**src/hdl/qau_pkg.sv**
```systemverilog
// Shared types and constants of the quaternion arithmetic unit.
// Holds the opcode enum, default widths and the Hamilton product operand tables.
// No dependencies.
package qau_pkg;

  localparam int DEF_COMPONENT_WIDTH = 16;
  localparam int DEF_FRACTION_BITS   = 14;
  localparam int NUM_LANES           = 4;
  localparam int NUM_TERMS           = 4;

  typedef enum logic [2:0] {
    OP_MUL_AB = 3'd0,
    OP_MUL_BA = 3'd1,
    OP_NORM   = 3'd2,
    OP_CONJ   = 3'd3,
    OP_NEG    = 3'd4
  } op_t;

  // Component indexes; w is the scalar part.
  localparam logic [1:0] IDX_X = 2'd0;
  localparam logic [1:0] IDX_Y = 2'd1;
  localparam logic [1:0] IDX_Z = 2'd2;
  localparam logic [1:0] IDX_W = 2'd3;

  // Operand selects, indexed [order][lane][term]; order 0 is a*b, order 1 is b*a.
  localparam logic [1:0] MUL_A_SEL [2][NUM_LANES][NUM_TERMS] = '{
    '{ '{IDX_W, IDX_X, IDX_Y, IDX_Z}, '{IDX_W, IDX_Y, IDX_Z, IDX_X},
       '{IDX_W, IDX_Z, IDX_X, IDX_Y}, '{IDX_W, IDX_X, IDX_Y, IDX_Z} },
    '{ '{IDX_W, IDX_X, IDX_Z, IDX_Y}, '{IDX_W, IDX_Y, IDX_X, IDX_Z},
       '{IDX_W, IDX_Z, IDX_Y, IDX_X}, '{IDX_W, IDX_X, IDX_Y, IDX_Z} }
  };

  localparam logic [1:0] MUL_B_SEL [2][NUM_LANES][NUM_TERMS] = '{
    '{ '{IDX_X, IDX_W, IDX_Z, IDX_Y}, '{IDX_Y, IDX_W, IDX_X, IDX_Z},
       '{IDX_Z, IDX_W, IDX_Y, IDX_X}, '{IDX_W, IDX_X, IDX_Y, IDX_Z} },
    '{ '{IDX_X, IDX_W, IDX_Y, IDX_Z}, '{IDX_Y, IDX_W, IDX_Z, IDX_X},
       '{IDX_Z, IDX_W, IDX_X, IDX_Y}, '{IDX_W, IDX_X, IDX_Y, IDX_Z} }
  };

  // Bit k set means term k is subtracted.
  localparam logic [NUM_TERMS-1:0] MUL_NEG [NUM_LANES] = '{
    4'b1000, 4'b1000, 4'b1000, 4'b1110
  };

endpackage

```
**src/hdl/qau_lane.sv**
```systemverilog
// One product lane: four signed multiplies, their signed sum, and the square
// of one component of a. Two register stages. Depends on qau_pkg.
module qau_lane #(
  parameter int COMPONENT_WIDTH = qau_pkg::DEF_COMPONENT_WIDTH
) (
  input  logic                                clk,
  input  logic                                en,
  input  logic signed [COMPONENT_WIDTH-1:0]   u [qau_pkg::NUM_TERMS],
  input  logic signed [COMPONENT_WIDTH-1:0]   v [qau_pkg::NUM_TERMS],
  input  logic [qau_pkg::NUM_TERMS-1:0]       neg,
  input  logic signed [COMPONENT_WIDTH-1:0]   sq_in,
  output logic signed [2*COMPONENT_WIDTH+1:0] sum,
  output logic [2*COMPONENT_WIDTH-1:0]        sq
);
  import qau_pkg::*;

  localparam int PW = 2 * COMPONENT_WIDTH;
  localparam int SW = PW + 2;

  logic signed [PW-1:0]    prod [NUM_TERMS];
  logic signed [PW-1:0]    sq_prod;
  logic [NUM_TERMS-1:0]    neg_q;
  logic signed [SW-1:0]    sum_next;

  always_ff @(posedge clk) begin
    if (en) begin
      for (int k = 0; k < NUM_TERMS; k++) begin
        prod[k] <= u[k] * v[k];
      end
      sq_prod <= sq_in * sq_in;
      neg_q   <= neg;
      sum     <= sum_next;
    end
  end

  always_comb begin
    sum_next = '0;
    for (int k = 0; k < NUM_TERMS; k++) begin
      if (neg_q[k]) sum_next = sum_next - SW'(prod[k]);
      else          sum_next = sum_next + SW'(prod[k]);
    end
  end

  assign sq = $unsigned(sq_prod);

endmodule

```
**config.mk**
```make
export PLATFORM = sky130hd
export DESIGN_NAME = qau_lane
export DESIGN_NICKNAME = d
export VERILOG_FILES = /design/src/hdl/qau_pkg.sv /design/src/hdl/qau_lane.sv
export SDC_FILE = /design/constraint.sdc
export NUM_CORES = 2
export LEC_CHECK = 0
export CORE_MARGIN = 1
export CORE_UTILIZATION = 70
export CTS_CLUSTER_SIZE = 14
export DETAILED_ROUTE_END_ITERATION = 16
export DONT_BUFFER_PORTS = 1
export PLACE_DENSITY_LB_ADDON = 0.3
export SLEW_MARGIN = 20
export SYNTH_ARGS = -nofsm -noshare
export SYNTH_HDL_FRONTEND = slang
export SYNTH_SLANG_ARGS = --single-unit
```
**constraint.sdc**
```tcl
create_clock -name clk -period 18.3 [get_ports clk]
set_input_delay 3.66 -clock clk [delete_from_list [all_inputs] [get_ports clk]]
set_output_delay 3.66 -clock clk [all_outputs]
set_load 0.05 [all_outputs]
```
After elaboration in Yosys (flattened, before gate mapping). Memories as Yosys holds them, arrays and structs flattened. Cells that the tools add are included.

Muxes and demuxes: 6. Add/sub/neg operators: 7. Multipliers: 5.

Operators by type and width (count): multiplier 16 x 16 -> 32 bit (5); two-way mux 34 bit (4); adder 34 x 32 -> 34 bit (3); subtractor 34 x 32 -> 34 bit (3); subtractor 1 x 32 -> 33 bit, first input constant (1); two-way mux 1 bit (2).

Output and inout port bits: 66. Register bits after elaboration: 70. Input port bits: 150. Bits in writable memories: 128. Logic and storage cells: 22. Memories kept: 1.

Memories: prod (depth 4, width 32, rd ports 4, clocked after memory_dff 0, wr ports 4, RTL line qau_lane.sv:20) `logic signed [PW-1:0] prod [NUM_TERMS];`.

Logic depth before layout (Yosys ltp).
Word-level depth: 8. Mapped depth: 39. Depth with buffers taken out: 38.

Worst setup path after synthesis. Ideal clock, no wire load.

Path kind: input to register. Start point: input u[42] (netlist bit). End point: memory prod[1][31] (netlist bit) (data pin). Data required time: 18.040 ns. Path buffers: 1. Path slack: 8.617 ns. Library setup time: 0.260 ns. Cell stages on the path: 23. Arrival time: 9.423 ns. Cells stage by stage: clkbuf_1 nand2_1 fa_1 inv_1 fa_1 inv_1 fa_1 fa_1 inv_1 fa_1 inv_1 fa_1 inv_1 ha_1 nand4_1 inv_1 a221oi_1 a211oi_1 a41o_1 o31ai_1 o2111ai_1 a21oi_1 xnor2_1.

RTL lines: start, declared (RTL line qau_lane.sv:8) `input logic signed [COMPONENT_WIDTH-1:0] u [qau_pkg::NUM_TERMS],`; end, declared (RTL line qau_lane.sv:20).

Worst setup path after layout.
Start point: input sq_in[15]. End point: register sq_prod[31] (netlist: sq[31]) (data pin).

Word-level cells in the longest chain between the ends: 1.

Ends and longest elaborated chain: start, declared (RTL line qau_lane.sv:11) `input logic signed [COMPONENT_WIDTH-1:0] sq_in,`; multiplier 16 x 16 -> 32 bit (RTL line qau_lane.sv:30) `sq_prod <= sq_in * sq_in;`; end signal, assigned (RTL line qau_lane.sv:30); end, declared (RTL line qau_lane.sv:21) `logic signed [PW-1:0] sq_prod;`.

No other way between the ends. A chain may end at the register's enable or synchronous reset.

==> run_results.csv <==
group,metric,value,unit
synthesis,synthAdderAreaFrac,0.529,
timing,clock-skew-final,0.00922,ns
finish,fin_area,0.0624,mm2
timing,tightest_slew,1.04,ns
timing,whs,0.889,ns
setup_path,worst_setup_path_end_kind,"register",
synthesis,synth_compound_area_frac,0.0724,
synthesis,yosys.area_share.simple,0.141,
place,gp_congestion,0.935,
finish,syn_to_final_growth,2.27,%
synthesis,syn_avg_cell_area,9.38,um2
route,viasPerCell,5.77,
global_route,grt_usage,0.329,
die,io_pins,216,
route,routed.top_layer,"met5",
synthesis,async_reset_ff_frac,0,
place,port_buffers,0,
finish,nets,8312,
setup_path,max_stage_delay,0.69,ns
global_route,grt.overflow.total,0,
setup_path,timing.rr.end,"sum[33]",
global_route,grt_pass1_vias,47708,
setup_path,worstSetupStartpoint,"sq_in[15]",
timing,min_period_over_period,0.515,
die,std_cell_rows,107,
timing,finalSetupViolations,0,
timing,slew_headroom,0.304,
setup_path,crit_buf_inv,3,
route,drcViolationCount,0,
synthesis,synth-edff-count,197,
synthesis,yosysUniqueCellTypes,82,
timing,fin_crit,9.43,ns
place,dp_hpwl,116,mm
route,wl_met3,9.88,mm
synthesis,ys_seq_area_frac,0.0969,
route,wl_met2,67.0,mm
synthesis,syn-cell-area,0.0610,mm2
die,die_width,297,um
setup_path,r2r_cells,33,
job,maxCapViolations,0,
synthesis,synthXorXnorAreaFrac,0.0550,
route,wl_met1,54.1,mm
timing,slew_viol_final,0,
timing,fmax,106,MHz
timing,rsz0062_at_grt,"no",
setup_path,worstReg2RegStart,"prod[0][4]",
setup_path,worstPathArrival,9.67,ns
setup_path,cp-start-kind,"input pin",
place,place_area,0.0618,mm2
global_route,grt_pass1_wl,234,mm
route,drt-total-wl,137,mm
clock_tree,cts_tree,"done",
setup_path,cp.required,18.54,ns
die,core_area,0.0858,mm2
die,dieArea,0.0884,mm2
timing,tns,0,ns
setup_path,crit_top_cell,"fa_1",
timing,hold_viol,0,
finish,drive_gt1_frac,0.00974,
route,drtPass1Iterations,6,
setup_path,slowest_stage,"fa_1",
setup_path,crit_type,"input pin to register",
setup_path,cp.depth,17,
clock_tree,insertion_delay,0.49,ns
synthesis,muxShareOfSynthArea,0.00221,
clock_tree,cts_root_buf,"clkbuf_16",
run_status,status,"finished clean",
setup_path,r2r_slack,9.45,ns
route,wl_per_cell,18.2,um
clock_tree,cts_buffer_depth,2,
global_route,antenna_found_initial,5,
global_route,grt_max_degree,198,
setup_path,path_cells,"clkinv_1 > nor2_1 > fa_1 > fa_1 > inv_1 > fa_1 > fa_1 > fa_1 > fa_1 > inv_1 > ha_1 > nor3_1 > o31ai_1 > nand2_1 > o31ai_1 > nor4_1 > a311o_1",
setup_path,crit_end,"sq[31]",
clock_tree,cts_buffers,17,
clock_tree,clkTransAtPathRegs,0.08,ns
setup_path,crit_family,"adder cells",
die,die_h,297,um
route,antenna_left,0,
clock_tree,cts_resized,0,
route,dr_total_vias,43332,
synthesis,synth_ff_type,"edfxtp_1",
hold_path,min_path_type,"register to register",
clock_tree,clock-sinks,197,
die,start_util,0.711,
synthesis,ys_warn_count,0,
synthesis,synthCells,6509,
setup_path,worst-path-max-fanout,23,
clock_tree,htree_levels,4,
synthesis,syn_nets,8466,
route,first_iter_violations,2961,
synthesis,synth_top_family_by_area,"adder cells",
clock_tree,holdBufCountCts,0,
synthesis,ys_ff_latch,197,
clock_tree,postCtsSetupRepairBufs,0,
through the flow:
| step | setup WS (ns) | utilization | cells |
|---|---|---|---|
| 6_report | 8.87 | 0.727 | 7514 |
| 3_3_place_gp | 8.45 | 0.720 | 7480 |
| 2_1_floorplan | 8.62 | - | 6509 |
| 5_1_grt | 8.61 | 0.727 | 7513 |
| 3_5_place_dp | 8.34 | 0.720 | 7480 |
| 4_1_cts | 8.87 | 0.727 | 7511 |
cell usage after synthesis (34+ instances only):
cell type	n	area, um2
xnor2_1	324	2840
nor2_1	211	792
nor3_1	53	265
clkbuf_1	170	638
o21ai_0	114	571
a21oi_1	227	1140
o21a_1	36	270
and2_1	473	2960
ha_1	516	6460
xor2_1	57	499
o21bai_1	35	263
fa_1	1291	25800
edfxtp_1	197	5920
nand3_1	34	170
nand2_1	716	2690
nand2b_1	102	638
inv_1	1496	5620
a21o_1	109	818
placed cells by master (no fill, tap or decap), types with 114 or more instances in the layout:
cell	Yosys	routed
and2_1	473	473
inv_1	1496	1496
nand2_1	716	716
edfxtp_1	197	197
a21oi_1	227	227
o21ai_0	114	114
ha_1	516	516
nor2_1	211	211
xnor2_1	324	324
fa_1	1291	1291
layout make-up:
| class | count | area (um2) |
|---|---|---|
| Antenna cell | 3 | 7.51 |
| Clock buffer | 17 | 425 |
| Clock inverter | 14 | 169 |
| Fill cell | 6211 | 23400 |
| Inverter | 1497 | 5620 |
| Multi-Input combinational cell | 4640 | 48800 |
| Sequential cell | 197 | 5920 |
| Tap cell | 1144 | 1430 |
| Timing Repair Buffer | 2 | 15.0 |
layer usage:
layer,GRT usage,vias to the layer above
li1,-,19547
met1,0.433,21788
met2,0.548,1658
met3,0.0533,333
met4,0.134,6
met5,0,-
cells by family (layout without fill, tap and decap cells):
family / count (synthesis) / after routing
buffers and inverters: 1672 / 1530
multiplexers: 12 / 12
other: 1 / 4
AO/OA/AOI/OAI: 694 / 694
adder cells (fa/ha/maj): 1807 / 1807
AND/OR/NAND/NOR: 1744 / 1744
XOR/XNOR: 382 / 382
flip-flops: 197 / 197
worst min-delay path: stages, from the launching register on:
cell,delay [ns]
edfxtp_1,0.50
ha_1,0.19
inv_1,0.04
worst min path at each step:
stage	from	end	slack [ns]	cells after the start
after floorplan	prod[3][0]	sum[0]	0.71	2
after CTS	prod[3][0]	sum[0]	0.89	2
after global placement	prod[3][0]	sum[0]	0.88	2
after detailed placement	prod[3][0]	sum[0]	0.87	2
after global routing	prod[3][0]	sum[0]	0.91	2
final	prod[3][0]	sum[0]	0.89	2
registers in the layout (all words and copies together) (netlist names):
name	flops
neg_q	4
prod	128
sq	31
sum	34
Power is not shown: default switching activity piles up to over one toggle a cycle in this logic, so the estimate is an artifact.
