File: src/hdl/qau_pkg.sv
// Shared types and constants of the quaternion arithmetic unit.
// Holds the opcode enum, default widths and the Hamilton product operand tables.
// No dependencies.
package qau_pkg;

  localparam int DEF_COMPONENT_WIDTH = 16;
  localparam int DEF_FRACTION_BITS   = 14;
  localparam int NUM_LANES           = 4;
  localparam int NUM_TERMS           = 4;

  typedef enum logic [2:0] {
    OP_MUL_AB = 3'd0,
    OP_MUL_BA = 3'd1,
    OP_NORM   = 3'd2,
    OP_CONJ   = 3'd3,
    OP_NEG    = 3'd4
  } op_t;

  // Component indexes; w is the scalar part.
  localparam logic [1:0] IDX_X = 2'd0;
  localparam logic [1:0] IDX_Y = 2'd1;
  localparam logic [1:0] IDX_Z = 2'd2;
  localparam logic [1:0] IDX_W = 2'd3;

  // Operand selects, indexed [order][lane][term]; order 0 is a*b, order 1 is b*a.
  localparam logic [1:0] MUL_A_SEL [2][NUM_LANES][NUM_TERMS] = '{
    '{ '{IDX_W, IDX_X, IDX_Y, IDX_Z}, '{IDX_W, IDX_Y, IDX_Z, IDX_X},
       '{IDX_W, IDX_Z, IDX_X, IDX_Y}, '{IDX_W, IDX_X, IDX_Y, IDX_Z} },
    '{ '{IDX_W, IDX_X, IDX_Z, IDX_Y}, '{IDX_W, IDX_Y, IDX_X, IDX_Z},
       '{IDX_W, IDX_Z, IDX_Y, IDX_X}, '{IDX_W, IDX_X, IDX_Y, IDX_Z} }
  };

  localparam logic [1:0] MUL_B_SEL [2][NUM_LANES][NUM_TERMS] = '{
    '{ '{IDX_X, IDX_W, IDX_Z, IDX_Y}, '{IDX_Y, IDX_W, IDX_X, IDX_Z},
       '{IDX_Z, IDX_W, IDX_Y, IDX_X}, '{IDX_W, IDX_X, IDX_Y, IDX_Z} },
    '{ '{IDX_X, IDX_W, IDX_Y, IDX_Z}, '{IDX_Y, IDX_W, IDX_Z, IDX_X},
       '{IDX_Z, IDX_W, IDX_X, IDX_Y}, '{IDX_W, IDX_X, IDX_Y, IDX_Z} }
  };

  // Bit k set means term k is subtracted.
  localparam logic [NUM_TERMS-1:0] MUL_NEG [NUM_LANES] = '{
    4'b1000, 4'b1000, 4'b1000, 4'b1110
  };

endpackage

File: src/hdl/qau_div.sv
// Pipelined restoring divider for one normalize lane, one quotient bit per stage.
// The quotient is known to fit FRACTION_BITS + 1 bits. Depends on qau_pkg.
module qau_div #(
  parameter int COMPONENT_WIDTH = qau_pkg::DEF_COMPONENT_WIDTH,
  parameter int FRACTION_BITS   = qau_pkg::DEF_FRACTION_BITS
) (
  input  logic                                       clk,
  input  logic                                       en,
  input  logic [COMPONENT_WIDTH+FRACTION_BITS:0]     num,
  input  logic [COMPONENT_WIDTH:0]                   den,
  output logic [FRACTION_BITS:0]                     q
);
  import qau_pkg::*;

  localparam int CW = COMPONENT_WIDTH;
  localparam int QN = FRACTION_BITS + 1;
  localparam int NW = CW + FRACTION_BITS + 1;

  logic [CW:0]   rem_q  [QN];
  logic [QN-1:0] low_q  [QN];
  logic [QN-1:0] quot_q [QN];
  logic [CW:0]   den_q  [QN];
  logic [CW:0]   rem_in  [QN];
  logic [QN-1:0] low_in  [QN];
  logic [QN-1:0] quot_in [QN];
  logic [CW:0]   den_in  [QN];
  logic [CW+1:0] rsh  [QN];
  logic [CW+1:0] diff [QN];
  logic          ge   [QN];
  logic [CW:0]   rem_next  [QN];
  logic [QN-1:0] low_next  [QN];
  logic [QN-1:0] quot_next [QN];

  always_comb begin
    rem_in[0]  = {1'b0, num[NW-1:QN]};
    low_in[0]  = num[QN-1:0];
    quot_in[0] = '0;
    den_in[0]  = den;
    for (int k = 1; k < QN; k++) begin
      rem_in[k]  = rem_q[k-1];
      low_in[k]  = low_q[k-1];
      quot_in[k] = quot_q[k-1];
      den_in[k]  = den_q[k-1];
    end
    for (int k = 0; k < QN; k++) begin
      rsh[k]       = {rem_in[k], low_in[k][QN-1]};
      diff[k]      = rsh[k] - {1'b0, den_in[k]};
      ge[k]        = (rsh[k] >= {1'b0, den_in[k]});
      rem_next[k]  = ge[k] ? diff[k][CW:0] : rsh[k][CW:0];
      low_next[k]  = {low_in[k][QN-2:0], 1'b0};
      quot_next[k] = {quot_in[k][QN-2:0], ge[k]};
    end
  end

  always_ff @(posedge clk) begin
    if (en) begin
      for (int k = 0; k < QN; k++) begin
        rem_q[k]  <= rem_next[k];
        low_q[k]  <= low_next[k];
        quot_q[k] <= quot_next[k];
        den_q[k]  <= den_in[k];
      end
    end
  end

  assign q = quot_q[QN-1];

endmodule

File: config.mk
export PLATFORM = sky130hd
export DESIGN_NAME = qau_div
export DESIGN_NICKNAME = d
export VERILOG_FILES = /design/src/hdl/qau_pkg.sv /design/src/hdl/qau_div.sv
export SDC_FILE = /design/constraint.sdc
export NUM_CORES = 1
export LEC_CHECK = 0
export BUFFER_PORTS_ARGS = -buffer_cell sky130_fd_sc_hd__buf_2
export CAP_MARGIN = 25
export CORE_UTILIZATION = 57
export CTS_CLUSTER_SIZE = 25
export DETAILED_ROUTE_END_ITERATION = 10
export PLACE_DENSITY_LB_ADDON = 0.1
export RECOVER_POWER = 100
export REMOVE_ABC_BUFFERS = 1
export SYNTH_ARGS = -nofsm -noshare
export SYNTH_HDL_FRONTEND = slang
export SYNTH_SLANG_ARGS = --single-unit
File: constraint.sdc
create_clock -name clk -period 3.1 [get_ports clk]
set_input_delay 0.31 -clock clk [delete_from_list [all_inputs] [get_ports clk]]
set_output_delay 0.31 -clock clk [all_outputs]
set_load 0.01 [all_outputs]
[Yosys cells after proc, flatten, opt, wreduce, memory -nomap -nowiden]
Memories as Yosys holds them, arrays and structs flattened.
Index checks and enable logic that the tools add are counted.
Word-level totals
  flip-flop bits (word level): 0
  bits in latches: 0
  RAM bits: 945
  ROM bits: 0
  input bits: 50
  output and inout port bits: 15
  word-level logic and storage cells: 51
  memories: 4
Memory list
  den_q: depth 15, bits a word 17, rd ports 14, clocked after Yosys merged registers in 0, write ports 15, line qau_div.sv:22  | logic [CW:0] den_q [QN];
  rem_q: depth 15, bits a word 17, rd ports 14, clocked after Yosys merged registers in 0, write ports 15, line qau_div.sv:19  | logic [CW:0] rem_q [QN];
  quot_q: depth 15, bits a word 15, rd ports 15, clocked after Yosys merged registers in 0, write ports 15, line qau_div.sv:21  | logic [QN-1:0] quot_q [QN];
  low_q: depth 15, bits a word 14, rd ports 14, clocked after Yosys merged registers in 0, write ports 15, line qau_div.sv:20  | logic [QN-1:0] low_q [QN];
Operators by class
  add/subtract/negate cells: 15
  multipliers: 0
  div/mod/pow operators: 0
  $lt $le $gt $ge: 15
  equality and inequality tests: 0
  shift-type cells: 0
  muxes and demuxes: 17
  bitwise gates (word level): 0
  reduce and logical (&&, ||, !) cells: 0
Operators by type and width (count)
  $mux W17: 15
  $sub A17 B17 Y17: 15
  $ge A18 B17 Y1: 14
  $ge A17 B17 Y1: 1
  $mux W1: 2

[Longest topological paths before layout]
Gate-level depths: netlist of run 1.
An unclocked memory read counts as a cell.
  word-level depth: 3
  mapped depth: 13

[Worst setup path before layout of run 1]
No wires, ideal clock.
  path kind: register to register
  start point: mem low_q[0][41] (netlist bit)
  end point: mem rem_q[0][59] (netlist bit) (data pin)
  setup time: 260 ps
  arrival time: 2774 ps
  setup slack: 65 ps
  stages on the path, launching flop included: 13
  path buffers: 1
  period minus slack after synthesis: 3035 ps
  path through: edfxtp_1 inv_1 ha_1 inv_1 fa_1 a21oi_1 o21ai_1 a21oi_2 a21oi_1 or4_4 a31oi_4 buf_8 mux2_4
RTL lines (line)
  from (decl): qau_div.sv:20
  to (decl): qau_div.sv:19

==> metrics.cfg, run 1 <==
[synth]
yosys-top-cells-area=edfxtp_1, ha_1, inv_1
synth_most_common_cell=edfxtp_1
synth_edf_count=701
synth_seq_cells=701
yosysUniqueCellTypes=85
synth.top_cell.area_share=0.574
synth_cells=3010
ys_top_cells_by_count=edfxtp_1, inv_1, ha_1
ys.flop_type=edfxtp_1
synth_area_leader_cell=edfxtp_1
synthArstFlopShare=0
netlist_area_mm2=0.0367
avgSynthCellArea_um2=12.2
ys_warn_count=0
synth-seq-area-share=0.574

[power_and_ir_drop]
intPower_mw=26.4
net-switching-power_mw=14.1
irDropWorstVdd_mv=0.504
p_clk_frac=0.222
power_frac_comb=0.412
leakagePower_nw=16.6
p_per_area_mw_per_mm2=978
swShare=0.349
power_frac_seq=0.366

[run]
drv_cap=1

[worst_hold_path]
min-delay-start=num[21]
hold_class=input pin to register

[floorplan]
start_util=0.579
fp.dieH_um=256
io_pins=65
dieArea_mm2=0.0654
die_w_um=256
core_area_mm2=0.0633
rows=92

[worst_setup_path]
path_class=register to register
crit_path_start_kind=register
rr_startpoint=low_q[0][41]$_DFFE_PP_
r2r_slack_ps=10
cp-startpoint=low_q[0][41]$_DFFE_PP_
crit_path_max_fanout=8
cp.arrival_ps=3450
end_kind=register
crit_required_ps=3470

[placement]
io_buffers=64
routabilityCongestion=0.912
pre_cts_slack_ps=-25.8
place_hpwl_um=55900

[clock_network]
clk_latency_ps=620
cts_root_buffer=clkbuf_16
cts_tree=yes
clk_path_buf_depth=3
numCtsBuffers=75
cts_max_level=3
clkTransAtPathRegs_ps=60
numClockSinks=701

[sta]
slew_headroom=-0.128
layout_min_cycle_time_ps=3090
fin_ws_ps=14.5
setup_viol=0
fin_crit_sh=0.995
grt_setup_unrepaired=yes
fmax_mhz=324
worst_pin_slew_ps=1690
finalHoldViolations=0
slew_violations=63
fin_skew_ps=12.4

[run_status]
outcome=complete, but fails checks
violations=capacitance limit, slew limit

[finish]
insertedDiodeCount=0
areaGrowthSynthToFinish_pct=12.9
final_core_util=0.654
drive_above_1_share=0.113
nNetsFinal=3536
fill_cells=4782

[grt]
grt_pass1_vias=23900
grt-ovfl-total=0
grt_pass1_wl_um=124000
grt_max_degree=87
grt_use_total=0.236
grt_antenna_before_repair=0

[route]
drc_errors=0
first_iter_violations=1485
wl_per_cell_um=18.8
dr.max_layer_used=met4
wl_met3_um=2830
num_vias=23800
met2_length_um=38900
drtPass1Iterations=5
postRouteWirelength_um=77400
via_per_inst=5.77
ant_nets=0
wl_met1_um=33500

[registers in the layout, summed over array words and instances (netlist names)]
signal	count
den_q	238
rem_q	238
low_q	105
quot_q	120
[kinds of logic after synthesis]
| logic type | Yosys count | share of synthesized area |
|---|---|---|
| buffers and inverters | 388 | 0.0409 |
| muxes | 122 | 0.0382 |
| adders and majority gates | 269 | 0.0946 |
| xor gates and xnor gates | 157 | 0.0375 |
| AOI/OAI and AO/OA | 790 | 0.138 |
| DFF | 701 | 0.574 |
| and+or+nand+nor | 583 | 0.0773 |
[cell type report]
type	count	area, um^2	area share
Clock inverter	47	541	0.0130
Sequential cell	701	21100	0.508
Inverter	330	1250	0.0302
Timing Repair Buffer	187	1320	0.0318
Tap cell	846	1060	0.0256
Timing Repair inverter	1	5.00	0.000121
Clock buffer	90	1930	0.0467
Multi-Input combinational cell	1921	14300	0.344
[layer usage]
layer | global-route usage | vias to the layer above
met3 | 0.0281 | 155
met2 | 0.415 | 527
li1 | - | 11600
met5 | 0 | -
met4 | 0.0793 | 0
met1 | 0.301 | 11600
[path summary, 6_finish.rpt]
path                                 end  cells after the start
setup / recovery  rem_q[0][65]$_DFFE_PP_                     12
hold / removal     rem_q[0][7]$_DFFE_PP_                      3
setup reg to reg  rem_q[0][65]$_DFFE_PP_                     12
hold reg to reg   low_q[0][37]$_DFFE_PP_                      0
[per-stage QoR]
stage	TNS [ps]	hold slack, ps	power (mW)	area, um^2	instances
6_report	0	37.0	40.5	41400	4123
5_1_grt	-7930	24.7	43.1	41400	4123
4_1_cts	0	2.07	40.4	41400	4108
3_5_place_dp	-160	405	31.1	38500	3930
3_3_place_gp	0	400	30.6	38500	3930
2_1_floorplan	-34510	400	26.5	36400	2952
[worst max-delay path, stage by stage (launching register included)]
cell       delay [ps]
edfxtp_1          380
inv_2              90
ha_4              140
inv_2              40
fa_2              380
a21oi_4           180
o21ai_2            90
a21oi_2           200
a21oi_1            90
or4_4             430
a31oi_4           290
clkbuf_16         230
mux2_4            300
[power by group through the flow]
stage | clock (mW) | sequential (mW) | combinational, mW
after floorplan | 0 | 14.3 | 12.2
after global placement | 0 | 15.0 | 15.6
after detailed placement | 0 | 15.0 | 16.1
after CTS | 9.21 | 14.8 | 16.3
after global routing | 9.58 | 15.0 | 18.5
final | 9.01 | 14.8 | 16.7
[layout by cell type (no fill, tap or decap), types with 77 or more instances in the layout]
cell type	instances
a21o_1	99
nand2_1	178
inv_1	323
ha_1	253
xnor2_1	97
clkbuf_16	77
o21ai_0	193
edfxtp_1	701
nor2_1	148
a21oi_1	210
[timing repair]
| action | in CTS | in global routing |
|---|---|---|
| pin swaps | 2 | 15 |
| resized for setup | 2 | 48 |
| setup endpoints to repair | 23 | 132 |
| gates cloned | 0 | 3 |
| endpoints found under the hold margin | 39 | 0 |
| hold buffers | 39 | 0 |
| setup buffers | 2 | 12 |
Power figures use the tool's default switching activity.
==> run 2, diff against run 1 <==
--- a/config.mk
+++ b/config.mk
@@ -5,9 +5,10 @@
 export SDC_FILE = /design/constraint.sdc
 export NUM_CORES = 1
 export LEC_CHECK = 0
+export ABC_AREA = 1
 export BUFFER_PORTS_ARGS = -buffer_cell sky130_fd_sc_hd__buf_2
 export CAP_MARGIN = 25
-export CORE_UTILIZATION = 57
+export CORE_UTILIZATION = 56
 export CTS_CLUSTER_SIZE = 25
 export DETAILED_ROUTE_END_ITERATION = 10
 export PLACE_DENSITY_LB_ADDON = 0.1
==> metrics.cfg, run 2 <==
[synth]
synth.top_cell.area_share=0.506
synth_cells=4863
ys_top_cells_by_count=nand2_1, inv_1, edfxtp_1
synth_most_common_cell=nand2_1
netlist_area_mm2=0.0416
ys.flop_type=edfxtp_1
synth_seq_cells=701
ys_warn_count=0
yosys-top-cells-area=edfxtp_1, nand2_1, inv_1
yosysUniqueCellTypes=41
avgSynthCellArea_um2=8.55
synth_area_leader_cell=edfxtp_1
synth-seq-area-share=0.506
synth_edf_count=701
synthArstFlopShare=0

[floorplan]
fp.dieH_um=275
rows=99
dieArea_mm2=0.0754
io_pins=65
core_area_mm2=0.0732
die_w_um=275
start_util=0.568

[clock_network]
cts_tree=yes
clkTransAtPathRegs_ps=50
numCtsBuffers=77
numClockSinks=701
clk_latency_ps=620
cts-resized-gates=0
clk_path_buf_depth=3
cts_root_buffer=clkbuf_16
cts_max_level=3

[placement]
routabilityCongestion=0.938
place_hpwl_um=72800
dp.cells=5864
io_buffers=64

[finish]
drive_above_1_share=0.0574
multi_input_area_mm2=0.0164
layout_common_cells=nand2_1, inv_1, edfxtp_1, nand3_1, ha_1
reg_top3=den_q x238, rem_q x238, quot_q x120
fill_cells=6318
final_common_cell=nand2_1
areaGrowthSynthToFinish_pct=9.58
ff_latch_area_mm2=0.0211
insertedDiodeCount=0
instances_no_fill=6029
nNetsFinal=5335

[route]
drc_errors=0
postRouteWirelength_um=94600
num_vias=30600
wl_per_cell_um=15.7
drtPass1Iterations=5
via_per_inst=5.07
ant_nets=0
first_iter_violations=2179

[run]
drv_cap=1

[grt]
grt-ovfl-total=0
grt_max_degree=127
grt_use_total=0.255
grt_antenna_before_repair=1
grt_pass1_wl_um=150000
grt_pass1_vias=28700

[worst_hold_path]
min-delay-start=num[16]
hold_class=input pin to register

[power_and_ir_drop]
power_mw=41.6
leakagePower_nw=23.1
p_per_area_mw_per_mm2=914
irDropWorstVdd_mv=0.672

[worst_setup_path]
cpPeakStageDelay_ps=550
critPathBufInv=5
critPathTopFamily=simple AND/OR/NAND/NOR gates
crit_path_max_fanout=18
end_kind=register
rr_startpoint=rem_q[1][45]$_DFFE_PP_
critPathSlowestCell=nand2_1
path_class=input pin to register
cp.arrival_ps=3170
cp-startpoint=den[8]
cp_common_cell=nand2_1
crit_required_ps=3440
path_cells=dlygate4sd3_1 > clkbuf_1 > inv_1 > ha_1 > nand2_1 > inv_1 > nand2_1 > nand2_1 > inv_1 > nand3_1 > nand3_4 > nand2_1 > nand2_1 > nand2_1
crit_path_start_kind=input pin

[sta]
setup_viol=0
totalNegativeSetupSlack_ps=0
grt_setup_unrepaired=no
slew_headroom=-0.666
finalHoldViolations=0
worst_pin_slew_ps=2500
slew_violations=44
fin_skew_ps=21.3
fmax_mhz=353
layout_min_cycle_time_ps=2830
fin_crit_sh=0.914

[run_status]
outcome=complete, but fails checks
violations=capacitance limit, slew limit

-- run 2: changes by cell type after synthesis, moves of 32 or more --
cell      change
o21ai_0     -195
mux2_2       -80
xnor2_1      -83
inv_1       +626
nand2_2      +57
clkbuf_1     -51
o21a_1       -32
nor2b_1      -36
a21o_1       -98
nand3_1     +370
nand2_1    +1646
a21oi_1      -89
-- run 2: worst paths after layout --
path / slack [ps] / depth (start not counted) / endpoint
setup / recovery: 270 / 14 / rem_q[0][15]$_DFFE_PP_
hold / removal: 40 / 3 / rem_q[0][2]$_DFFE_PP_
setup reg to reg: 300 / 11 / rem_q[1][67]$_DFFE_PP_
hold reg to reg: 410 / 0 / quot_q[1][65]$_DFFE_PP_
-- run 2: worst register-to-register path: cells and delay by family, from the launching register on --
kind | cells | cell delay (ps)
fa+ha+maj | 1 | 420
buf+inv | 1 | 60
flops | 1 | 520
simple gates | 9 | 1550
-- run 2: kinds of logic (layout without fill, tap and decap cells) --
logic type	count (synthesis)	in the layout	synth area share
AOI/OAI and AO/OA	152	152	0.0198
xor gates and xnor gates	97	97	0.0204
adders and majority gates	269	269	0.0835
buffers and inverters	1007	1214	0.0963
DFF	701	701	0.506
and+or+nand+nor	2637	2637	0.274
-- run 2: layout make-up --
| class | instances | share of cell area |
|---|---|---|
| Inverter | 961 | 0.0791 |
| Clock inverter | 46 | 0.00966 |
| Tap cell | 959 | 0.0263 |
| Timing Repair Buffer | 120 | 0.0188 |
| Sequential cell | 701 | 0.462 |
| Multi-Input combinational cell | 3155 | 0.361 |
| Clock buffer | 87 | 0.0436 |
-- run 2: layer usage --
metal	vias to the layer above	GRT usage	routed length (um)	share of wire
li1	15700	-	-	-
met1	13900	0.357	44000	0.46
met2	761	0.405	42500	0.45
met3	177	0.0349	5150	0.054
met4	0	0.0924	3010	0.032
met5	-	0	0	0
-- run 2: report_power, final --
group | internal [mW] | switching, mW | total (mW)
Sequential | 13.4 | 1.49 | 14.9
Clock | 5.13 | 3.74 | 8.88
Combinational | 6.13 | 11.8 | 17.9
Total | 24.7 | 17.0 | 41.6
-- run 2: per-stage QoR --
| step | setup WS, ps | hold WS, ps | area (um^2) | util |
|---|---|---|---|---|
| 4_1_cts | 457 | 4.46 | 45700 | 0.625 |
| 5_1_grt | 130 | 30.5 | 45600 | 0.623 |
| 2_1_floorplan | 917 | 400 | 41200 | - |
| 3_3_place_gp | 500 | 401 | 43000 | 0.587 |
| 3_5_place_dp | 420 | 405 | 43000 | 0.587 |
| 6_report | 266 | 37.5 | 45600 | 0.623 |
-- run 2: repair_timing --
| action | CTS | global route |
|---|---|---|
| hold buffers | 32 | 0 |
| hold endpoints to repair | 32 | 0 |
| setup buffers | 0 | 0 |
