[config.mk]
export PLATFORM = sky130hd
export DESIGN_NAME = qau_merge
export DESIGN_NICKNAME = d
export VERILOG_FILES = /design/src/hdl/qau_pkg.sv /design/src/hdl/qau_merge.sv
export SDC_FILE = /design/constraint.sdc
export NUM_CORES = 1
export LEC_CHECK = 0
export BUFFER_PORTS_ARGS = -buffer_cell sky130_fd_sc_hd__buf_2
export CORE_MARGIN = 3
export CORE_UTILIZATION = 25
export DETAILED_ROUTE_END_ITERATION = 6
export MAX_ROUTING_LAYER = met4
export PLACE_DENSITY = 0.48
export SYNTH_ARGS = -nofsm -noshare
export SYNTH_HDL_FRONTEND = slang
export SYNTH_SLANG_ARGS = --single-unit
[constraint.sdc]
create_clock -name vclk -period 4.98
set_clock_uncertainty 0.1 [all_clocks]
set_input_delay 0.498 -clock vclk [all_inputs]
set_output_delay 0.498 -clock vclk [all_outputs]
set_load 0.1 [all_outputs]
[src/hdl/qau_pkg.sv]
// Shared types and constants of the quaternion arithmetic unit.
// Holds the opcode enum, default widths and the Hamilton product operand tables.
// No dependencies.
package qau_pkg;

  localparam int DEF_COMPONENT_WIDTH = 16;
  localparam int DEF_FRACTION_BITS   = 14;
  localparam int NUM_LANES           = 4;
  localparam int NUM_TERMS           = 4;

  typedef enum logic [2:0] {
    OP_MUL_AB = 3'd0,
    OP_MUL_BA = 3'd1,
    OP_NORM   = 3'd2,
    OP_CONJ   = 3'd3,
    OP_NEG    = 3'd4
  } op_t;

  // Component indexes; w is the scalar part.
  localparam logic [1:0] IDX_X = 2'd0;
  localparam logic [1:0] IDX_Y = 2'd1;
  localparam logic [1:0] IDX_Z = 2'd2;
  localparam logic [1:0] IDX_W = 2'd3;

  // Operand selects, indexed [order][lane][term]; order 0 is a*b, order 1 is b*a.
  localparam logic [1:0] MUL_A_SEL [2][NUM_LANES][NUM_TERMS] = '{
    '{ '{IDX_W, IDX_X, IDX_Y, IDX_Z}, '{IDX_W, IDX_Y, IDX_Z, IDX_X},
       '{IDX_W, IDX_Z, IDX_X, IDX_Y}, '{IDX_W, IDX_X, IDX_Y, IDX_Z} },
    '{ '{IDX_W, IDX_X, IDX_Z, IDX_Y}, '{IDX_W, IDX_Y, IDX_X, IDX_Z},
       '{IDX_W, IDX_Z, IDX_Y, IDX_X}, '{IDX_W, IDX_X, IDX_Y, IDX_Z} }
  };

  localparam logic [1:0] MUL_B_SEL [2][NUM_LANES][NUM_TERMS] = '{
    '{ '{IDX_X, IDX_W, IDX_Z, IDX_Y}, '{IDX_Y, IDX_W, IDX_X, IDX_Z},
       '{IDX_Z, IDX_W, IDX_Y, IDX_X}, '{IDX_W, IDX_X, IDX_Y, IDX_Z} },
    '{ '{IDX_X, IDX_W, IDX_Y, IDX_Z}, '{IDX_Y, IDX_W, IDX_Z, IDX_X},
       '{IDX_Z, IDX_W, IDX_X, IDX_Y}, '{IDX_W, IDX_X, IDX_Y, IDX_Z} }
  };

  // Bit k set means term k is subtracted.
  localparam logic [NUM_TERMS-1:0] MUL_NEG [NUM_LANES] = '{
    4'b1000, 4'b1000, 4'b1000, 4'b1110
  };

endpackage

[src/hdl/qau_merge.sv]
// Merging stage: picks each lane's result by opcode, rounds products,
// saturates every component and the length, and raises the clip flag. Depends on qau_pkg.
module qau_merge #(
  parameter int COMPONENT_WIDTH = qau_pkg::DEF_COMPONENT_WIDTH,
  parameter int FRACTION_BITS   = qau_pkg::DEF_FRACTION_BITS
) (
  input  qau_pkg::op_t                          op,
  input  logic signed [COMPONENT_WIDTH-1:0]     a   [qau_pkg::NUM_LANES],
  input  logic signed [2*COMPONENT_WIDTH+1:0]   sum [qau_pkg::NUM_LANES],
  input  logic [FRACTION_BITS:0]                q   [qau_pkg::NUM_LANES],
  input  logic [COMPONENT_WIDTH:0]              m,
  output logic signed [COMPONENT_WIDTH-1:0]     r   [qau_pkg::NUM_LANES],
  output logic [COMPONENT_WIDTH-1:0]            mag,
  output logic                                  clip
);
  import qau_pkg::*;

  localparam int CW = COMPONENT_WIDTH;
  localparam int F  = FRACTION_BITS;
  localparam int MW = (2 * CW + 2 > F + 3) ? 2 * CW + 2 : F + 3;
  localparam logic signed [MW-1:0] HALF = MW'(1) << (F - 1);
  localparam logic signed [MW-1:0] ONE  = MW'(1) << F;

  logic signed [MW-1:0] val [NUM_LANES];
  logic signed [MW-1:0] ae  [NUM_LANES];
  logic signed [MW-1:0] qs  [NUM_LANES];
  logic [MW-CW:0]       hi  [NUM_LANES];

  always_comb begin
    clip = m[CW];
    mag  = m[CW] ? '1 : m[CW-1:0];
    for (int i = 0; i < NUM_LANES; i++) begin
      ae[i] = MW'(a[i]);
      qs[i] = MW'(signed'({1'b0, q[i]}));
      unique case (op)
        OP_MUL_AB, OP_MUL_BA: val[i] = (MW'(sum[i]) + HALF) >>> F;
        OP_NORM: begin
          if (m == '0) val[i] = (i == int'(IDX_W)) ? ONE : '0;
          else         val[i] = a[i][CW-1] ? -qs[i] : qs[i];
        end
        OP_CONJ: val[i] = (i == int'(IDX_W)) ? ae[i] : -ae[i];
        OP_NEG:  val[i] = -ae[i];
        default: val[i] = '0;
      endcase
      // In range only when all bits above the sign agree with it.
      hi[i] = val[i][MW-1:CW-1];
      if ((hi[i] != '0) && (hi[i] != '1)) begin
        r[i] = val[i][MW-1] ? {1'b1, {(CW-1){1'b0}}} : {1'b0, {(CW-1){1'b1}}};
        clip = 1'b1;
      end else begin
        r[i] = val[i][CW-1:0];
      end
    end
  end

endmodule

### After elaboration in Yosys (flattened, before gate mapping)

Index checks and enable logic that the tools add are counted.

| cells by class | value |
|---|---|
| add/sub/neg operators | 12 |
| eq/ne operators | 8 |
| mux-type cells | 25 |
| reductions and logical operators | 12 |

Operator list:

| operator | number |
|---|---|
| $pmux W34 S3 | 3 |
| $mux W34 | 8 |
| $mux W16 | 9 |
| $add A34 B15 Y34 const B | 4 |
| $neg A15 Y34 | 4 |
| $neg A16 Y34 | 4 |
| $pmux W34 S4 | 1 |
| $ne A19 B19 Y1 const B | 4 |
| $reduce_bool A19 Y1 | 4 |
| $logic_not A17 Y1 | 1 |
| $eq A3 B2 Y1 const B | 2 |
| $logic_and A1 B1 Y1 | 4 |
| $mux W1 | 4 |
| $reduce_or A2 Y1 | 2 |
| $eq A3 B1 Y1 const B | 1 |
| $eq A3 B3 Y1 const B | 1 |
| $logic_not A3 Y1 | 1 |

| storage, ports and cells | value |
|---|---|
| bits in registers | 0 |
| bits of input ports | 280 |
| output and inout port bits | 81 |

### Longest topological paths before layout

Gate-level depths: netlist (run 1).

| logic depth | value |
|---|---|
| word-level depth | 10 |
| depth in mapped cells | 14 |

### Worst setup path before layout (run 1)

OpenSTA, ideal clock, no wires.

| path | value |
|---|---|
| path kind | input to output |
| start | input a[26] (netlist bit) |
| end | output r[21] (netlist bit) |
| data arrival time | 4,834 ps |
| required time | 4,382 ps |
| path slack | -452 ps |
| stages on the path | 11 |
| path buffers | 2 |
| path through | or4_1 or3_1 or3_1 ha_1 o211ai_1 o22ai_1 or4_1 and2_1 clkbuf_1 clkbuf_1 a21oi_1 |

RTL lines:

| element | line | RTL |
|---|---|---|
| start, declared | qau_merge.sv:8 | `input logic signed [COMPONENT_WIDTH-1:0] a [qau_pkg::NUM_LANES],` |
| end, declared | qau_merge.sv:12 | `output logic signed [COMPONENT_WIDTH-1:0] r [qau_pkg::NUM_LANES],` |

==> qor.log, run 1 <==
INFO  logic_synthesis synthDistinctLibCells=70
INFO  placed_design  post_dp_cell_area=8750squm
INFO  power          p_per_area=179nW/um^2
INFO  timing         final_min_period_over_clock_period=94.3%
INFO  timing         final.min_clock_period=4.70ns
INFO  power          power.ir.vdd_worst=0.128mV
INFO  die            fp-row-count=56
INFO  placed_design  port-buffer-count=309
INFO  final_layout   clkbuf_count=0
INFO  status         outcome=complete, no violations
INFO  setup_path     timing.critical_path.cells=buf_2 -> or4_1 -> or3_1 -> or3_1 -> ha_1 -> o211ai_1 -> o22ai_1 -> or4_1 -> and2_1 -> a21oi_1 -> buf_12
INFO  global_routing total_routing_usage_reported_by_global_routing=21.3%
INFO  timing         fmaxAchievable=213MHz
INFO  die            die_h=162microns
INFO  global_routing grt_remaining_overflow=0
INFO  route          drtPass1Iterations=6
INFO  final_layout   area_growth_from_synthesis_to_layout=43.7%
INFO  power          power.static_leakage=3.52nW
INFO  logic_synthesis post_synth.cell_area_avg=6.50squm
INFO  global_routing first_global_vias=8,342
INFO  timing         slew_hr=45.0%
INFO  setup_path     worst-endpoint-required=4.38ns
INFO  final_layout   final_layout_size_suffix_gt1_share=30.5%
INFO  setup_path     cp-start-kind=primary input
INFO  final_layout   finalInstanceArea=8750squm
INFO  final_layout   regArea=0squm
INFO  final_layout   finalNonFillerCells=1,541
INFO  final_layout   fin_util=37.0%
INFO  logic_synthesis postSynthNetCount=1,241
INFO  setup_path     slowest_delay=0.58ns
INFO  timing         transition_time_of_the_tightest_slew_check_pin=0.825ns
INFO  die            chipWidth=162microns
INFO  die            floorplan.die_area=26,300squm
INFO  global_routing grt_antenna_before_repair=2
INFO  setup_path     path_class=primary input to output pin
INFO  route          wl_per_cell=18.8microns
INFO  setup_path     worstPathMaxFanout=15
INFO  setup_path     crit_path_slowest_cell=or4_1
INFO  global_routing grt_start_max_net_pins=25
INFO  route          drt-total-wl=29.0mm
INFO  timing         grt_setup_unrepaired=no
INFO  setup_path     worst-endpoint-arrival=4.10ns
INFO  timing         timing_max_transition_violations_final=0
INFO  timing         report.final.hold_viol_count=0
INFO  route          vias_per_cell=5.54
INFO  die            start_util=25.7%
INFO  global_routing grt_pass1_wl=44.9mm
INFO  placed_design  place_inst=1,539
INFO  logic_synthesis synthesis.area=6090squm
INFO  final_layout   sequential_cell_count=0
INFO  route          ant_nets=0
INFO  route          first_drt_iteration_drcs=706
INFO  timing         holdWs=1.46ns
INFO  logic_synthesis synth_sequential_area_ratio=0%
INFO  final_layout   final_net_count=1,526
INFO  die            boundaryPins=361
INFO  placed_design  post-dp-hpwl=24.1mm
INFO  logic_synthesis synthesis.yosys.warnings=0
INFO  clock_tree     cts_hold_repair.buffers=0
INFO  route          drt_drc_violations_left=0
INFO  route          route.vias.total=8,531
INFO  min_path       worstHoldPathType=primary input to output pin
INFO  die            fp.coreArea=23,700squm
INFO  setup_path     critical_path.endpoint_type=output pin
INFO  placed_design  place_congestion=0.947
INFO  power          power=1.56mW
INFO  run            maxCapViolCount=0
INFO  final_layout   most_common_cell_after_layout_fill_and_taps_aside=buf_2
INFO  timing         timing.final.setup_violations=0
INFO  clock_tree     cts_repair_resize_count=0
INFO  final_layout   fillers=2,615
INFO  clock_tree     post-cts-setup-buffers=0
INFO  final_layout   final_cell_mix=buf_2, xnor2_1, nand2_1
INFO  logic_synthesis synth_cells=937
## Yosys cell counts (all sizes together) (3+ instances only)
cell type	number	area, sq um
a32o	3	30.0
ha	24	300
a21o	4	30.0
inv	37	139
o211ai	11	87.6
a211oi	3	22.5
nor3b	4	30.0
a22oi	6	45.0
nand4b	4	35.0
or2	20	125
or4	18	139
o311ai	3	26.3
nor4b	3	26.3
nand3b	4	30.0
mux2i	19	190
o22ai	13	81.3
xnor2	96	841
buf	3	36.3
and4	8	70.1
a222oi	30	300
o31ai	19	143
nand2	80	300
o32ai	5	43.8
a21oi	51	255
a221oi	12	105
or3b	3	26.3
and2	5	31.3
o21a	3	22.5
xor2	54	473
clkbuf	48	180
o21ai	58	290
nand3	35	175
nand4	29	181
nor4	30	188
o41ai	8	70.1
nand2b	10	62.6
nor2	66	248
and3	10	62.6
nor3	40	211
or3	23	149
a31oi	10	62.6
## power by group
group | switching [mW] | internal (mW) | total [mW]
Sequential | 0 | 0 | 0
Clock | 0 | 0.0000000537 | 0.0000000537
Combinational | 1.07 | 0.490 | 1.56
Total | 1.07 | 0.490 | 1.56
## area by class of cell
| type | instances | area [sq um] | share of cell area (%) |
|---|---|---|---|
| Multi-Input combinational cell | 849 | 5780 | 66.1 |
| Timing Repair Buffer | 334 | 2420 | 27.7 |
| Tap cell | 319 | 399 | 4.56 |
| Inverter | 37 | 139 | 1.59 |
| Antenna cell | 2 | 5.00 | 0.0572 |
## worst paths after layout
kind | start | endpoint | cells after the start
worst max-delay path | a[26] | r[16] | 11
worst min-delay path | m[9] | mag[9] | 4
## through the flow
stage | worst slack, ns | TNS, ns
2_1_floorplan | -0.452 | -5.77
3_3_place_gp | 0.347 | 0
3_5_place_dp | 0.308 | 0
4_1_cts | 0.294 | 0
5_1_grt | 0.112 | 0
6_report | 0.284 | 0
## cell families after synthesis
logic type / after synthesis / share of synthesized area (%)
simple gates: 395 / 34.7
mux: 19 / 3.12
buf+inv: 88 / 5.83
compound gates: 261 / 29.9
fa+ha+maj: 24 / 4.93
xor+xnor: 150 / 21.6
## routing by layer
layer  part of all wire (%)  global-route usage, %  vias to the layer above
met2                     47                   35.2                      327
met3                    6.6                   1.99                       20
met4                    1.2                   2.95                        0
met5                      0                      -                        -
met1                     46                   29.1                     3997
li1                       -                      -                     4187
## worst max-delay path: cells and delay by family
kind	cells	cell delay (ns)
adder cells (fa/ha/maj)	1	0.30
AO/OA/AOI/OAI	3	0.67
AND/OR/NAND/NOR	5	2.29
buffers and inverters	2	0.34
Power figures use the tool's default switching activity.
==> run 2: changes to the inputs <==
Settings changed: CORE_AREA set to 2 2 138 140, CORE_MARGIN 3 to unset, CORE_UTILIZATION 25 to unset, DIE_AREA set to 0 0 140 142, GPL_ROUTABILITY_DRIVEN set to 0, PLACE_DENSITY 0.48 to 0.61.
==> run 2 against run 1 <==
  * The flow now finishes with violations (design-rule violations)
  * First-iteration DRC count is 5.0% higher
  * Routed wire length is 10% lower
  * Clock-buffer cell count stayed put
  * Sequential share of layout area stayed put
  * Critical path type unchanged
==> qor.log, run 2 (synthesis gave the netlist of run 1 again) <==
INFO  status         outcome=finished, violations left
INFO  status         violations=design-rule violations
INFO  power          p_per_area=177nW/um^2
INFO  timing         report.final.hold_viol_count=0
INFO  final_layout   fin_util=45.7%
INFO  final_layout   regArea=0squm
INFO  setup_path     timing.critical_path.cells=buf_2 -> or4_1 -> or3_1 -> or3_1 -> ha_1 -> o211ai_1 -> o22ai_1 -> or4_1 -> and2_1 -> a21oi_1 -> buf_2
INFO  timing         fin_setup_tns=0ns
INFO  timing         timing.final.setup_violations=0
INFO  route          drt-total-wl=25.9mm
INFO  run            maxCapViolCount=0
INFO  placed_design  post-dp-hpwl=21.3mm
INFO  placed_design  post_dp_cell_area=8430squm
INFO  power          power.static_leakage=3.43nW
INFO  setup_path     crit_path_slowest_cell=or4_1
INFO  final_layout   finalInstanceArea=8440squm
INFO  power          proportion_of_power_drawn_by_flip_flops_and_latches=0%
INFO  setup_path     critical_path.endpoint_type=output pin
INFO  placed_design  preCtsSetupSlack=0.234ns
INFO  die            fp-row-count=50
INFO  final_layout   clkbuf_count=0
INFO  setup_path     path_class=primary input to output pin
INFO  die            start_util=33.0%
INFO  power          comb_power_share=100.0%
INFO  setup_path     worstSetupPathDepth=11
INFO  power          power_switching=1.05mW
INFO  final_layout   final_net_count=1,524
INFO  timing         final.min_clock_period=4.79ns
INFO  global_routing first_global_vias=7,989
INFO  final_layout   area_growth_from_synthesis_to_layout=38.6%
INFO  setup_path     worst-endpoint-arrival=4.19ns
INFO  route          first_drt_iteration_drcs=741
INFO  route          wl_per_cell=17.8microns
INFO  setup_path     crit_path_end=r[21]
INFO  clock_tree     cts_repair_resize_count=0
INFO  route          route.vias.total=8,696
INFO  setup_path     cp-start-kind=primary input
INFO  power          internal_power=0.439mW
INFO  global_routing grt_start_max_net_pins=24
INFO  route          drt_drc_violations_left=16
INFO  die            chipWidth=140microns
INFO  timing         transition_time_of_the_tightest_slew_check_pin=0.932ns
INFO  die            boundaryPins=361
INFO  final_layout   final_layout_size_suffix_gt1_share=30.4%
INFO  power          p_sw_share=70.6%
INFO  route          vias_per_cell=5.97
INFO  die            fp.coreArea=18,500squm
INFO  power          clkPwrFrac=0%
INFO  final_layout   most_common_cell_after_layout_fill_and_taps_aside=buf_2
INFO  setup_path     path_delay_family=simple AND/OR/NAND/NOR gates
INFO  timing         timing_max_transition_violations_final=0
INFO  power          power.ir.vdd_worst=0.139mV
INFO  timing         fin_ws=0.187ns
INFO  die            die_h=142microns
INFO  final_layout   final_cell_mix=buf_2, xnor2_1, nand2_1
INFO  timing         holdWs=1.48ns
INFO  timing         grt_setup_unrepaired=no
INFO  timing         final_min_period_over_clock_period=96.2%
INFO  setup_path     worst-endpoint-required=4.38ns
INFO  final_layout   multi_input_combinational_cell_area=5780squm
INFO  die            floorplan.die_area=19,900squm
INFO  clock_tree     post-cts-setup-buffers=0
INFO  route          ant_nets=0
INFO  setup_path     worstPathMaxFanout=15
INFO  min_path       worstHoldPathType=primary input to output pin
INFO  global_routing grt_antenna_before_repair=5
INFO  route          drtPass1Iterations=7
INFO  setup_path     timing.critical_path.buf_inv=2
INFO  global_routing grt_remaining_overflow=0
INFO  final_layout   sequential_cell_count=0
INFO  global_routing grt_pass1_wl=40.0mm
INFO  final_layout   fillers=1,922
INFO  placed_design  port-buffer-count=309
INFO  timing         fmaxAchievable=209MHz
INFO  setup_path     slowest_delay=0.57ns
INFO  global_routing total_routing_usage_reported_by_global_routing=24.9%
INFO  clock_tree     cts_hold_repair.buffers=0
INFO  setup_path     critPathLaunch=a[26]
INFO  timing         slew_hr=37.3%
## run 2: cell count changes in the layout (fill, tap and decap cells not counted)
cell     change
buf_2       +13
buf_12      -13
buf_4        -2
diode_2      +3
## run 2: cell type report
| cell class | count | area share (%) |
|---|---|---|
| Multi-Input combinational cell | 849 | 68.5 |
| Timing Repair Buffer | 332 | 26.2 |
| Tap cell | 234 | 3.47 |
| Inverter | 37 | 1.64 |
| Antenna cell | 5 | 0.148 |
## run 2: metal layers
layer	up-vias	track usage (%)	routed length (microns)
met1	4048	32.6	10900
li1	4181	-	-
met2	435	42.4	12400
met4	0	4.94	475
met5	-	-	0
met3	32	1.88	2240
## run 2: stage by stage
| step | power [mW] | std cells |
|---|---|---|
| after global placement | 1.48 | 1452 |
| after detailed placement | 1.48 | 1452 |
| after global routing | 1.56 | 1457 |
| final | 1.49 | 1457 |
| after CTS | 1.49 | 1452 |
| after floorplan | 1.00 | 937 |
## run 2: worst min path at each step
stage | start | to | cells after the start
after floorplan | m[16] | mag[0] | 1
after global placement | m[10] | mag[10] | 3
after detailed placement | m[10] | mag[10] | 3
after CTS | m[10] | mag[10] | 3
after global routing | m[15] | mag[15] | 3
final | m[12] | mag[12] | 3
## run 2: tightest hold or removal path: stages
cell and delay, ns:
buf_2 0.08, or2_2 0.09, buf_2 0.41
## run 2: power by group through the flow
stage | Combinational [mW] | Clock [mW] | Sequential [mW]
3_3_place_gp | 1.48 | 0 | 0
5_1_grt | 1.56 | 0.000000134 | 0
6_report | 1.49 | 0.000000134 | 0
4_1_cts | 1.49 | 0 | 0
2_1_floorplan | 1.00 | 0 | 0
3_5_place_dp | 1.48 | 0 | 0
==> run 3: changes to the inputs <==
Settings changed: CELL_PAD_IN_SITES_DETAIL_PLACEMENT set to 1, CELL_PAD_IN_SITES_GLOBAL_PLACEMENT set to 2, CORE_AREA 2 2 138 140 to unset, CORE_MARGIN set to 3, CORE_UTILIZATION set to 22, DIE_AREA 0 0 140 142 to unset, PLACE_DENSITY 0.61 to 0.8.
==> run 3 against run 2 <==
  * Non-clock buffer count is 5 higher
  * Core utilization is 13 points lower
  * The flow still finishes with violations (design-rule violations)
  * Critical path depth unchanged
  * Worst setup slack better by 0.13 ns
==> qor.log, run 3 (synthesis gave the netlist of run 1 again) <==
INFO  timing         timing.final.setup_violations=0
INFO  placed_design  post-dp-hpwl=26.6mm
INFO  power          power.static_leakage=3.54nW
INFO  global_routing grt_remaining_overflow=0
INFO  setup_path     critical_path.endpoint_type=output pin
INFO  power          p_per_area=178nW/um^2
INFO  global_routing total_routing_usage_reported_by_global_routing=20.7%
INFO  die            die_h=172microns
INFO  route          ant_nets=0
INFO  placed_design  port-buffer-count=309
INFO  clock_tree     cts_hold_repair.buffers=0
INFO  timing         report.final.hold_viol_count=0
INFO  final_layout   most_common_cell_after_layout_fill_and_taps_aside=buf_2
INFO  die            fp-row-count=60
INFO  final_layout   final_layout_size_suffix_gt1_share=30.7%
INFO  final_layout   regArea=0squm
INFO  route          drt-total-wl=31.9mm
INFO  route          wl_per_cell=19.9microns
INFO  route          drt_drc_violations_left=2
INFO  power          power.ir.vdd_worst=0.166mV
INFO  timing         timing_max_transition_violations_final=0
INFO  timing         final.min_clock_period=4.66ns
INFO  route          first_drt_iteration_drcs=576
INFO  min_path       worstHoldPathType=primary input to output pin
INFO  final_layout   final_net_count=1,529
INFO  global_routing grt_antenna_before_repair=6
INFO  die            start_util=22.5%
INFO  setup_path     worst-endpoint-arrival=4.07ns
INFO  route          vias_per_cell=5.50
INFO  final_layout   finalNonFillerCells=1,601
INFO  timing         fin_ws=0.315ns
INFO  die            chipWidth=172microns
INFO  placed_design  place_inst=1,595
INFO  global_routing grt_start_max_net_pins=30
INFO  clock_tree     post-cts-setup-buffers=0
INFO  placed_design  preCtsSetupSlack=0.301ns
INFO  setup_path     cp-start-kind=primary input
INFO  final_layout   fillers=3,431
INFO  final_layout   sequential_cell_count=0
INFO  status         outcome=finished, violations left
INFO  timing         transition_time_of_the_tightest_slew_check_pin=0.982ns
INFO  global_routing first_global_vias=8,841
INFO  run            maxCapViolCount=0
INFO  status         violations=design-rule violations
INFO  setup_path     worstPathMaxFanout=15
INFO  clock_tree     cts_repair_resize_count=0
INFO  die            floorplan.die_area=29,700squm
INFO  die            boundaryPins=361
INFO  power          power=1.58mW
INFO  final_layout   area_growth_from_synthesis_to_layout=45.3%
INFO  route          drtPass1Iterations=7
INFO  timing         fmaxAchievable=214MHz
INFO  setup_path     path_class=primary input to output pin
INFO  setup_path     worst-endpoint-required=4.38ns
INFO  final_layout   final_cell_mix=buf_2, xnor2_1, nand2_1
INFO  die            fp.coreArea=27,100squm
INFO  timing         grt_setup_unrepaired=no
INFO  route          route.vias.total=8,805
INFO  final_layout   clkbuf_count=0
INFO  global_routing grt_pass1_wl=48.4mm
INFO  timing         final_min_period_over_clock_period=93.7%
INFO  timing         slew_hr=33.9%
## run 3: final timing paths
path | from | endpoint | cells after the start
max | a[26] | r[28] | 11
min | m[9] | mag[9] | 4
## run 3: cell type report
cell class | count | area (sq um) | area share [%]
Antenna cell | 6 | 15.0 | 0.170
Inverter | 37 | 139 | 1.57
Tap cell | 372 | 465 | 5.26
Timing Repair Buffer | 337 | 2450 | 27.7
Multi-Input combinational cell | 849 | 5780 | 65.4
## run 3: per-stage QoR
stage	utilization (%)	area, sq um	hold WS [ns]	TNS, ns
6_report	32.7	8850	1.47	0
5_1_grt	32.7	8850	1.49	0
4_1_cts	32.6	8840	1.47	0
3_5_place_dp	32.6	8840	1.47	0
3_3_place_gp	32.6	8840	1.47	0
2_1_floorplan	-	6130	1.31	-5.77
## run 3: report_power, final
part           leakage [nW]  internal [mW]  switching [mW]
clock network     0.0000380    0.000000161               0
registers                 0              0               0
logic                  3.54          0.491            1.09
total                  3.54          0.491            1.09
## run 3: metal layers
layer	routed length (microns)	global-route usage [%]	part of all wire (%)
met5	0	-	0
met4	741	4.51	2.3
met3	1830	1.35	5.7
met2	15100	34.7	47
met1	14200	27.3	44
## run 3: worst max-delay path: stages
cell and delay [ns]:
buf_2 0.12, or4_1 0.56, or3_1 0.40, or3_1 0.40, ha_1 0.29, o211ai_1 0.22
o22ai_1 0.10, or4_1 0.53, and2_1 0.37, a21oi_1 0.34, buf_12 0.22
